[config.mk]
export PLATFORM = sky130hd
export DESIGN_NAME = arena_wall_reflect_move
export DESIGN_NICKNAME = d
export VERILOG_FILES = /design/src/rtl/awrm_pkg.sv /design/src/rtl/arena_wall_reflect_move.sv /design/src/rtl/awrm_front.sv /design/src/rtl/awrm_ray.sv /design/src/rtl/awrm_pick.sv
export VERILOG_INCLUDE_DIRS = /design/src /design/src/rtl
export SDC_FILE = /design/constraint.sdc
export NUM_CORES = 2
export LEC_CHECK = 0
export ABC_AREA = 0
export BUFFER_PORTS_ARGS = -buffer_cell sky130_fd_sc_hd__buf_2
export CORE_MARGIN = 2
export CORE_UTILIZATION = 43
export CTS_BUF_LIST = sky130_fd_sc_hd__clkbuf_4 sky130_fd_sc_hd__clkbuf_8
export DETAILED_ROUTE_END_ITERATION = 16
export GPL_ROUTABILITY_DRIVEN = 1
export GPL_TIMING_DRIVEN = 0
export PLACE_DENSITY = 0.7
export RECOVER_POWER = 100
export SLEW_MARGIN = 20
export SYNTH_ARGS = -nofsm -noshare
export SYNTH_HDL_FRONTEND = slang
export SYNTH_HIERARCHICAL = 1
export SYNTH_SLANG_ARGS = --single-unit
[constraint.sdc]
create_clock -name clock -period 7.4 [get_ports clock]
set_input_delay 0.37 -clock clock [delete_from_list [all_inputs] [get_ports clock]]
set_output_delay 0.37 -clock clock [all_outputs]
set_load 0.01 [all_outputs]
[src/rtl/arena_wall_reflect_move_assert.svh]
// Assertion macros for the RTL of the arena wall reflection block.
`ifndef ARENA_WALL_REFLECT_MOVE_ASSERT_SVH
`define ARENA_WALL_REFLECT_MOVE_ASSERT_SVH

// Same-cycle implication, checked at every clock edge outside reset.
`define AWRM_ASSERT_IMPL(label, cond, expr) \
   label: assert property (@(posedge clock) disable iff (reset) (cond) |-> (expr)) \
      else $error("awrm assertion failed");

// Next-cycle implication, checked at every clock edge outside reset.
`define AWRM_ASSERT_NEXT(label, cond, expr) \
   label: assert property (@(posedge clock) disable iff (reset) (cond) |=> (expr)) \
      else $error("awrm assertion failed");

`endif

[src/rtl/awrm_pkg.sv]
`timescale 1ns / 1ps
package awrm_pkg;

   typedef enum logic [1:0] {
      CSR_X_MAX    = 2'd0,
      CSR_Y_MAX    = 2'd1,
      CSR_OBSTACLE = 2'd2,
      CSR_UNUSED   = 2'd3
   } csr_index_type;

   typedef enum logic [2:0] {
      WALL_LEFT   = 3'd0,
      WALL_TOP    = 3'd1,
      WALL_RIGHT  = 3'd2,
      WALL_BOTTOM = 3'd3,
      WALL_NONE   = 3'd4
   } wall_type;

   typedef enum logic [1:0] {
      OUT_FREE    = 2'd0,
      OUT_REFLECT = 2'd1,
      OUT_REVERSE = 2'd2,
      OUT_STAY    = 2'd3
   } outcome_type;

   localparam logic [14:0] X_MAX_RESET = 15'd9830;
   localparam logic [14:0] Y_MAX_RESET = 15'd4710;

   typedef struct packed {
      logic [14:0] x_max;
      logic [14:0] y_max;
      logic        block;
   } cfg_type;

   // Front end to ray stage: nearest wall per axis already chosen.
   typedef struct packed {
      logic signed [16:0] px;
      logic signed [16:0] py;
      logic signed [15:0] sx;
      logic signed [15:0] sy;
      logic signed [16:0] qx;
      logic signed [16:0] qy;
      logic               free;
      logic               rev_ok;
      logic               vx;
      logic               vy;
      logic               x_right;
      logic               y_bottom;
      logic [15:0]        num_x;
      logic [15:0]        num_y;
      logic [15:0]        dx;
      logic [15:0]        dy;
   } s2_type;

   // Ray stage to pick stage: cross products and mirrored candidates.
   typedef struct packed {
      logic signed [16:0] px;
      logic signed [16:0] py;
      logic signed [15:0] sx;
      logic signed [15:0] sy;
      logic signed [16:0] qx;
      logic signed [16:0] qy;
      logic               free;
      logic               rev_ok;
      logic               vx;
      logic               vy;
      logic               x_right;
      logic               y_bottom;
      logic [31:0]        prod_x;
      logic [31:0]        prod_y;
      logic signed [18:0] rfx;
      logic signed [18:0] rfy;
      logic               rfx_ok;
      logic               rfy_ok;
   } s3_type;

   function automatic logic in_arena(input logic signed [18:0] x,
                                     input logic signed [18:0] y,
                                     input cfg_type           cfg);
      logic signed [18:0] xm;
      logic signed [18:0] ym;
      xm = $signed({4'b0000, cfg.x_max});
      ym = $signed({4'b0000, cfg.y_max});
      return !cfg.block && (x > 19'sd0) && (x < xm) && (y > 19'sd0) && (y < ym);
   endfunction

endpackage

[src/rtl/arena_wall_reflect_move.sv]
`timescale 1ns / 1ps
// Moves a point inside the rectangular arena (0,0)..(x_max,y_max): to start plus move
// when that lands inside, else reflecting off the nearest wall ahead, reversing the
// move, or keeping the start when neither lands inside. A new transaction is taken on
// every cycle (busy stays low); each result appears on the rsp_ ports for one cycle,
// flagged by rsp_valid, after passing four register stages: sums and wall distances,
// per-axis nearest wall, the cross-multiply of ray parameters with mirroring, and the
// final selection. There is no back-pressure: the receiver must take every result in
// the cycle it appears. Write the csr_ registers only while no transaction is in flight.
module arena_wall_reflect_move
   import awrm_pkg::*;
(
   input  logic               clock,
   input  logic               reset,
   input  logic               start,
   output logic               busy,
   input  logic signed [15:0] req_start_x,
   input  logic signed [15:0] req_start_y,
   input  logic signed [15:0] req_move_x,
   input  logic signed [15:0] req_move_y,
   output logic               rsp_valid,
   output logic signed [15:0] rsp_new_x,
   output logic signed [15:0] rsp_new_y,
   output logic [1:0]         rsp_outcome,
   output logic [2:0]         rsp_wall_hit,
   input  logic               csr_we,
   input  logic [1:0]         csr_index,
   input  logic [14:0]        csr_wdata
);

   cfg_type cfg_ff, cfg_in;
   logic    s2_valid, s3_valid;
   s2_type  s2_data;
   s3_type  s3_data;

   always_comb begin
      cfg_in = cfg_ff;
      if (csr_we) begin
         case (csr_index_type'(csr_index))
            CSR_X_MAX:    cfg_in.x_max = csr_wdata;
            CSR_Y_MAX:    cfg_in.y_max = csr_wdata;
            CSR_OBSTACLE: cfg_in.block = csr_wdata[0];
            default:      cfg_in = cfg_ff;
         endcase
      end
   end

   always_ff @(posedge clock) begin
      if (reset) begin
         cfg_ff.x_max <= X_MAX_RESET;
         cfg_ff.y_max <= Y_MAX_RESET;
         cfg_ff.block <= 1'b0;
      end else begin
         cfg_ff <= cfg_in;
      end
   end

   assign busy = 1'b0;

   awrm_front u_front (
      .clock    (clock),
      .reset    (reset),
      .cfg      (cfg_ff),
      .in_valid (start && !busy),
      .start_x  (req_start_x),
      .start_y  (req_start_y),
      .move_x   (req_move_x),
      .move_y   (req_move_y),
      .out_valid(s2_valid),
      .out_data (s2_data)
   );

   awrm_ray u_ray (
      .clock    (clock),
      .reset    (reset),
      .cfg      (cfg_ff),
      .in_valid (s2_valid),
      .in_data  (s2_data),
      .out_valid(s3_valid),
      .out_data (s3_data)
   );

   awrm_pick u_pick (
      .clock       (clock),
      .reset       (reset),
      .in_valid    (s3_valid),
      .in_data     (s3_data),
      .rsp_valid   (rsp_valid),
      .rsp_new_x   (rsp_new_x),
      .rsp_new_y   (rsp_new_y),
      .rsp_outcome (rsp_outcome),
      .rsp_wall_hit(rsp_wall_hit)
   );

endmodule

[src/rtl/awrm_front.sv]
`timescale 1ns / 1ps
module awrm_front
   import awrm_pkg::*;
(
   input  logic               clock,
   input  logic               reset,
   input  cfg_type            cfg,
   input  logic               in_valid,
   input  logic signed [15:0] start_x,
   input  logic signed [15:0] start_y,
   input  logic signed [15:0] move_x,
   input  logic signed [15:0] move_y,
   output logic               out_valid,
   output s2_type             out_data
);

   typedef struct packed {
      logic signed [16:0] px;
      logic signed [16:0] py;
      logic signed [15:0] sx;
      logic signed [15:0] sy;
      logic signed [16:0] qx;
      logic signed [16:0] qy;
      logic               free;
      logic               rev_ok;
      logic signed [17:0] n_left;
      logic signed [17:0] n_top;
      logic signed [17:0] n_right;
      logic signed [17:0] n_bottom;
      logic               mx_neg;
      logic               my_neg;
      logic               mx_nz;
      logic               my_nz;
      logic [15:0]        dx;
      logic [15:0]        dy;
   } s1_type;

   logic   v1_ff, v1_in;
   s1_type s1_ff, s1_in;
   logic   v2_ff, v2_in;
   s2_type s2_ff, s2_in;

   logic signed [17:0] a_left, a_right, a_top, a_bottom;
   logic               ok_left, ok_right, ok_top, ok_bottom;
   logic               pick_right, pick_bottom;

   // Stage 1: sums, differences and raw wall distances.
   always_comb begin
      s1_in.px       = 17'(start_x) + 17'(move_x);
      s1_in.py       = 17'(start_y) + 17'(move_y);
      s1_in.qx       = 17'(start_x) - 17'(move_x);
      s1_in.qy       = 17'(start_y) - 17'(move_y);
      s1_in.sx       = start_x;
      s1_in.sy       = start_y;
      s1_in.free     = in_arena(19'(s1_in.px), 19'(s1_in.py), cfg);
      s1_in.rev_ok   = in_arena(19'(s1_in.qx), 19'(s1_in.qy), cfg);
      s1_in.n_left   = 18'sd0 - 18'(start_x);
      s1_in.n_right  = $signed({3'b000, cfg.x_max}) - 18'(start_x);
      s1_in.n_top    = $signed({3'b000, cfg.y_max}) - 18'(start_y);
      s1_in.n_bottom = 18'sd0 - 18'(start_y);
      s1_in.mx_neg   = move_x[15];
      s1_in.my_neg   = move_y[15];
      s1_in.mx_nz    = (move_x != 16'sd0);
      s1_in.my_nz    = (move_y != 16'sd0);
      s1_in.dx       = move_x[15] ? 16'(17'sd0 - 17'(move_x)) : 16'(move_x);
      s1_in.dy       = move_y[15] ? 16'(17'sd0 - 17'(move_y)) : 16'(move_y);
      v1_in          = in_valid;
   end

   // Stage 2: orient distances along the move and keep the nearer wall per axis.
   always_comb begin
      a_left    = s1_ff.mx_neg ? -s1_ff.n_left   : s1_ff.n_left;
      a_right   = s1_ff.mx_neg ? -s1_ff.n_right  : s1_ff.n_right;
      a_top     = s1_ff.my_neg ? -s1_ff.n_top    : s1_ff.n_top;
      a_bottom  = s1_ff.my_neg ? -s1_ff.n_bottom : s1_ff.n_bottom;
      ok_left   = s1_ff.mx_nz && (a_left   > 18'sd0);
      ok_right  = s1_ff.mx_nz && (a_right  > 18'sd0);
      ok_top    = s1_ff.my_nz && (a_top    > 18'sd0);
      ok_bottom = s1_ff.my_nz && (a_bottom > 18'sd0);
      // lower wall index wins a tie on the same axis
      pick_right  = ok_right  && !(ok_left && (a_left <= a_right));
      pick_bottom = ok_bottom && !(ok_top  && (a_top  <= a_bottom));

      s2_in.px       = s1_ff.px;
      s2_in.py       = s1_ff.py;
      s2_in.sx       = s1_ff.sx;
      s2_in.sy       = s1_ff.sy;
      s2_in.qx       = s1_ff.qx;
      s2_in.qy       = s1_ff.qy;
      s2_in.free     = s1_ff.free;
      s2_in.rev_ok   = s1_ff.rev_ok;
      s2_in.vx       = ok_left || ok_right;
      s2_in.vy       = ok_top  || ok_bottom;
      s2_in.x_right  = pick_right;
      s2_in.y_bottom = pick_bottom;
      s2_in.num_x    = pick_right  ? 16'(a_right)  : 16'(a_left);
      s2_in.num_y    = pick_bottom ? 16'(a_bottom) : 16'(a_top);
      s2_in.dx       = s1_ff.dx;
      s2_in.dy       = s1_ff.dy;
      v2_in          = v1_ff;
   end

   always_ff @(posedge clock) begin
      if (reset) begin
         v1_ff <= 1'b0;
         v2_ff <= 1'b0;
      end else begin
         v1_ff <= v1_in;
         v2_ff <= v2_in;
      end
   end

   always_ff @(posedge clock) begin
      s1_ff <= s1_in;
      s2_ff <= s2_in;
   end

   assign out_valid = v2_ff;
   assign out_data  = s2_ff;

endmodule

[src/rtl/awrm_ray.sv]
`timescale 1ns / 1ps
module awrm_ray
   import awrm_pkg::*;
(
   input  logic    clock,
   input  logic    reset,
   input  cfg_type cfg,
   input  logic    in_valid,
   input  s2_type  in_data,
   output logic    out_valid,
   output s3_type  out_data
);

   logic   v3_ff, v3_in;
   s3_type s3_ff, s3_in;

   // Stage 3: cross-multiply ray parameters, mirror in the per-axis wall.
   always_comb begin
      s3_in.px       = in_data.px;
      s3_in.py       = in_data.py;
      s3_in.sx       = in_data.sx;
      s3_in.sy       = in_data.sy;
      s3_in.qx       = in_data.qx;
      s3_in.qy       = in_data.qy;
      s3_in.free     = in_data.free;
      s3_in.rev_ok   = in_data.rev_ok;
      s3_in.vx       = in_data.vx;
      s3_in.vy       = in_data.vy;
      s3_in.x_right  = in_data.x_right;
      s3_in.y_bottom = in_data.y_bottom;
      // t_x < t_y  <=>  num_x * dy < num_y * dx
      s3_in.prod_x   = 32'(in_data.num_x) * 32'(in_data.dy);
      s3_in.prod_y   = 32'(in_data.num_y) * 32'(in_data.dx);
      s3_in.rfx      = in_data.x_right
                       ? $signed({3'b000, cfg.x_max, 1'b0}) - 19'(in_data.px)
                       : 19'sd0 - 19'(in_data.px);
      s3_in.rfy      = in_data.y_bottom
                       ? 19'sd0 - 19'(in_data.py)
                       : $signed({3'b000, cfg.y_max, 1'b0}) - 19'(in_data.py);
      s3_in.rfx_ok   = in_arena(s3_in.rfx, 19'(in_data.py), cfg);
      s3_in.rfy_ok   = in_arena(19'(in_data.px), s3_in.rfy, cfg);
      v3_in          = in_valid;
   end

   always_ff @(posedge clock) begin
      if (reset) begin
         v3_ff <= 1'b0;
      end else begin
         v3_ff <= v3_in;
      end
   end

   always_ff @(posedge clock) begin
      s3_ff <= s3_in;
   end

   assign out_valid = v3_ff;
   assign out_data  = s3_ff;

endmodule

[src/rtl/awrm_pick.sv]
`timescale 1ns / 1ps
`include "arena_wall_reflect_move_assert.svh"
module awrm_pick
   import awrm_pkg::*;
(
   input  logic               clock,
   input  logic               reset,
   input  logic               in_valid,
   input  s3_type             in_data,
   output logic               rsp_valid,
   output logic signed [15:0] rsp_new_x,
   output logic signed [15:0] rsp_new_y,
   output logic [1:0]         rsp_outcome,
   output logic [2:0]         rsp_wall_hit
);

   logic               rsp_valid_ff, rsp_valid_in;
   logic signed [15:0] rsp_new_x_ff, rsp_new_x_in;
   logic signed [15:0] rsp_new_y_ff, rsp_new_y_in;
   outcome_type        rsp_outcome_ff, rsp_outcome_in;
   wall_type           rsp_wall_ff, rsp_wall_in;

   logic     take_x;
   logic     any_wall;
   logic     refl_ok;
   wall_type wall_x, wall_y;

   // Stage 4: nearest wall over both axes, then the first point that lands inside.
   always_comb begin
      wall_x   = in_data.x_right  ? WALL_RIGHT  : WALL_LEFT;
      wall_y   = in_data.y_bottom ? WALL_BOTTOM : WALL_TOP;
      any_wall = in_data.vx || in_data.vy;
      if (in_data.vx && in_data.vy) begin
         if (in_data.prod_x < in_data.prod_y) begin
            take_x = 1'b1;
         end else if (in_data.prod_x == in_data.prod_y) begin
            // equal ray parameter: lower wall index wins, so left beats both
            // and right beats bottom but loses to top
            take_x = !in_data.x_right || in_data.y_bottom;
         end else begin
            take_x = 1'b0;
         end
      end else begin
         take_x = in_data.vx;
      end
      refl_ok = take_x ? in_data.rfx_ok : in_data.rfy_ok;

      // every point chosen other than the start lies inside the arena, so it fits 16 bits
      rsp_new_x_in   = in_data.sx;
      rsp_new_y_in   = in_data.sy;
      rsp_outcome_in = OUT_STAY;
      rsp_wall_in    = WALL_NONE;
      if (in_data.free) begin
         rsp_new_x_in   = 16'(in_data.px);
         rsp_new_y_in   = 16'(in_data.py);
         rsp_outcome_in = OUT_FREE;
      end else if (any_wall) begin
         rsp_wall_in = take_x ? wall_x : wall_y;
         if (refl_ok) begin
            rsp_new_x_in   = take_x ? 16'(in_data.rfx) : 16'(in_data.px);
            rsp_new_y_in   = take_x ? 16'(in_data.py)  : 16'(in_data.rfy);
            rsp_outcome_in = OUT_REFLECT;
         end else if (in_data.rev_ok) begin
            rsp_new_x_in   = 16'(in_data.qx);
            rsp_new_y_in   = 16'(in_data.qy);
            rsp_outcome_in = OUT_REVERSE;
         end
      end
      rsp_valid_in = in_valid;
   end

   always_ff @(posedge clock) begin
      if (reset) begin
         rsp_valid_ff <= 1'b0;
      end else begin
         rsp_valid_ff <= rsp_valid_in;
      end
   end

   always_ff @(posedge clock) begin
      rsp_new_x_ff   <= rsp_new_x_in;
      rsp_new_y_ff   <= rsp_new_y_in;
      rsp_outcome_ff <= rsp_outcome_in;
      rsp_wall_ff    <= rsp_wall_in;
   end

   assign rsp_valid    = rsp_valid_ff;
   assign rsp_new_x    = rsp_new_x_ff;
   assign rsp_new_y    = rsp_new_y_ff;
   assign rsp_outcome  = rsp_outcome_ff;
   assign rsp_wall_hit = rsp_wall_ff;

   `AWRM_ASSERT_IMPL(a_free_has_no_wall, rsp_valid_ff && (rsp_outcome_ff == OUT_FREE), rsp_wall_ff == WALL_NONE)
   `AWRM_ASSERT_IMPL(a_bounce_has_wall, rsp_valid_ff && ((rsp_outcome_ff == OUT_REFLECT) || (rsp_outcome_ff == OUT_REVERSE)), rsp_wall_ff != WALL_NONE)
   `AWRM_ASSERT_IMPL(a_moved_x_positive, rsp_valid_ff && (rsp_outcome_ff != OUT_STAY), !rsp_new_x_ff[15] && (rsp_new_x_ff != 16'sd0))
   `AWRM_ASSERT_IMPL(a_moved_y_positive, rsp_valid_ff && (rsp_outcome_ff != OUT_STAY), !rsp_new_y_ff[15] && (rsp_new_y_ff != 16'sd0))

endmodule
==> metrics.md <==
| Metric | Value |
|---|---|
| Vias per inst | `5.41` |
| Critical path cell sequence | `clkbuf_1 > nand2_1 > fa_1 > fa_1 > fa_1 > inv_1 > fa_1 > fa_1 > inv_1 > fa_1 > inv_1 > ha_1 > clkbuf_1 > and4_1 > nand2_1 > a311o_1 > and3_1 > o31a_1 > o31ai_1 > o41ai_2 > nor2_1 > a211oi_1` |
| Overall routed net length | `136000 microns` |
| Core region area | `109000 sq um` |
| Critical path endpoint category | `flip-flop` |
| Register area | `12700 sq um` |
| Number of setup buffers added after CTS | `0` |
| Clock latency of the later-clocked register in the worst-skew pair | `750 ps` |
| RSZ-0062 raised after global routing | `false` |
| Share of cells above drive strength 1 | `6.25%` |
| Slowest CP cell | `fa_1` |
| Final Skew | `48.1 ps` |
| Post-Synthesis Mean Instance Area | `9.33 sq um` |
| Post-route ant nets | `0` |
| WS Path Type | `flip-flop to flip-flop` |
| Clk Tree Root Cell | `clkbuf_8` |
| Post-detailed-route DRC marker count | `0` |
| Count of TritonRoute iterations in the first routing pass | `6` |
| CP Launch Point | `u_front/out_data[18]` |
| Most common library cell in the layout ignoring fill and taps | `inv_1` |
| Clock slew seen by the registers of the worst setup and hold paths | `60 ps` |
| Post-Synthesis Cells | `5072` |
| Die Span X | `336 microns` |
| Gr ovfl total | `0` |
| Termination of the worst setup path | `u_ray/out_data[71]` |
| Count of filler cells inserted in the layout | `10300` |
| Top achievable clock speed | `139 MHz` |
| Worst min-delay path category | `primary input to flip-flop` |
| H-tree depth reported by CTS | `3` |
| Setup violators final | `0` |
| Pin count of the biggest net entering global routing | `16` |
| Final Hold Violating Endpoints | `0` |
| Initial detailed-routing violation count | `2770` |
| Run status | `finished clean` |
| Number of pins with negative max-slew slack in the final report | `0` |
| Wire length of the first global-routing pass | `211000 microns` |
| Effective utilization at floorplan | `43.4%` |
| Bufs on Longest Clock Path | `3` |
| Leading cell types in the layout, fill and taps excluded | `769 x inv_1, 636 x dfxtp_1, 522 x ha_1` |
| Crit path required time | `7960 ps` |
| Destination of the worst register-to-register timing path | `u_ray/out_data[71]` |
| TNS Setup | `0 ps` |
| Final #Nets | `6380` |
| Yosys warnings | `6` |
| Startpoint kind of the worst setup timing path | `flip-flop` |
| Maximum net fanout on the critical path | `10` |
| Final GP Congestion | `0.951` |
| FF-to-FF path depth | `22` |
| Period utilization | `97.0%` |
| Number of clock sinks | `636` |
| Detailed-route wire length per cell | `19.8 microns` |
| Die H | `336 microns` |
| CTS tree | `done` |
| Area used by multi-input combinational logic | `30900 sq um` |
| Vias in the first global route | `37800` |
| Count of boundary I/O pins | `124` |
| Critical Path Most Common Cell | `fa_1` |
| Floorplan die area | `113000 sq um` |
| Syn-to-layout area delta | `11.0%` |
| Detailed placement HPWL | `109000 microns` |
| Quantity of I/O buffers inserted on ports | `122` |
| CP Data Arrival Time | `7750 ps` |
| R2R setup slack | `220 ps` |
| Via count | `37100` |
| Measured slew at the worst slew-check pin | `1310 ps` |
| Number of placement rows | `121` |
| Initial antenna violation count | `6` |
| R2r startpoint | `u_front/out_data[18]` |
| Number of CTS-inserted buffers | `101` |
| Total global routing track utilization | `24.1%` |
| Max-capacitance violation count | `0` |
| Net count of the mapped netlist | `6075` |
| Time the worst path needs with I/O delays and setup | `7180 ps` |
| Worst slew slack as a fraction of its limit | `11.7%` |
| Post-Synthesis Cell Area | `47300 sq um` |
| CP max stage delay | `560 ps` |
==> final cells by class <==
| type | count | share of cell area (%) |
|---|---|---|
| well taps | 1414 | 3.37 |
| clock inverters | 33 | 0.827 |
| inverters | 770 | 5.50 |
| multi-input cells | 3511 | 58.8 |
| plain buffers | 155 | 1.20 |
| repair buffers | 202 | 2.50 |
| diodes | 3 | 0.0143 |
| flip-flops and latches | 636 | 24.2 |
| clock buffers | 145 | 3.54 |
==> stage by stage <==
step / std cells / area (sq um) / hold WS [ps] / setup WS [ps] / utilization, %
5_1_grt: 6869 / 52500 / 5.94 / 30.3 / 48.2
6_report: 6869 / 52500 / 35.8 / 219 / 48.2
3_5_place_dp: 6608 / 49700 / 312 / 88.7 / 45.6
4_1_cts: 6866 / 52800 / 3.43 / 63.6 / 48.4
3_3_place_gp: 6608 / 49700 / 310 / 168 / 45.6
2_1_floorplan: 5072 / 47300 / 310 / 1390 / -
==> critical path, delay by kind of cell (launching register included) <==
| kind | cells | cell delay (ps) |
|---|---|---|
| flip-flops | 1 | 530 |
| AND/OR/NAND/NOR | 5 | 880 |
| buffers and inverters | 5 | 930 |
| AO/OA/AOI/OAI | 5 | 1250 |
| adder cells (fa/ha/maj) | 7 | 3450 |
==> state kept, by name, summed over array words and instances, names as in the netlist <==
register	cells
u_pick/rsp_valid	1
u_pick/rsp_new_y	16
u_ray/out_data	198
u_pick/rsp_new_x	16
u_front/s1_ff	200
u_front/out_data	166
u_pick/rsp_outcome	2
cfg_ff	31
u_front/v1_ff	1
u_pick/rsp_wall_hit	3
u_front/out_valid	1
u_ray/out_valid	1
==> repair_timing <==
item	CTS	global route
endpoints found under the setup margin	0	3
endpoints found under the hold margin	107	0
resized for setup	0	23
hold buffers	80	0
==> worst min path at each step <==
stage | from | endpoint | slack (ps) | cells after the start
after global routing | req_move_y[13] | u_front/s1_ff[13] | 6 | 2
after detailed placement | u_front/out_data[73] | u_ray/out_data[113] | 310 | 0
after global placement | u_front/s1_ff[168] | u_front/out_data[128] | 310 | 0
after CTS | csr_wdata[0] | cfg_ff[0] | 3 | 3
final | req_move_y[13] | u_front/s1_ff[13] | 40 | 2
after floorplan | u_front/s1_ff[0] | u_front/out_data[0] | 310 | 0
==> routing by layer <==
| metal | part of all wire, % | GRT usage [%] |
|---|---|---|
| met2 | 46 | 40.3 |
| met5 | 0.030 | 0 |
| met3 | 6.9 | 3.55 |
| met4 | 4.6 | 10.2 |
| met1 | 42 | 31.2 |
Power is not shown: default switching activity piles up to over one toggle a cycle in this logic, so the estimate is an artifact.
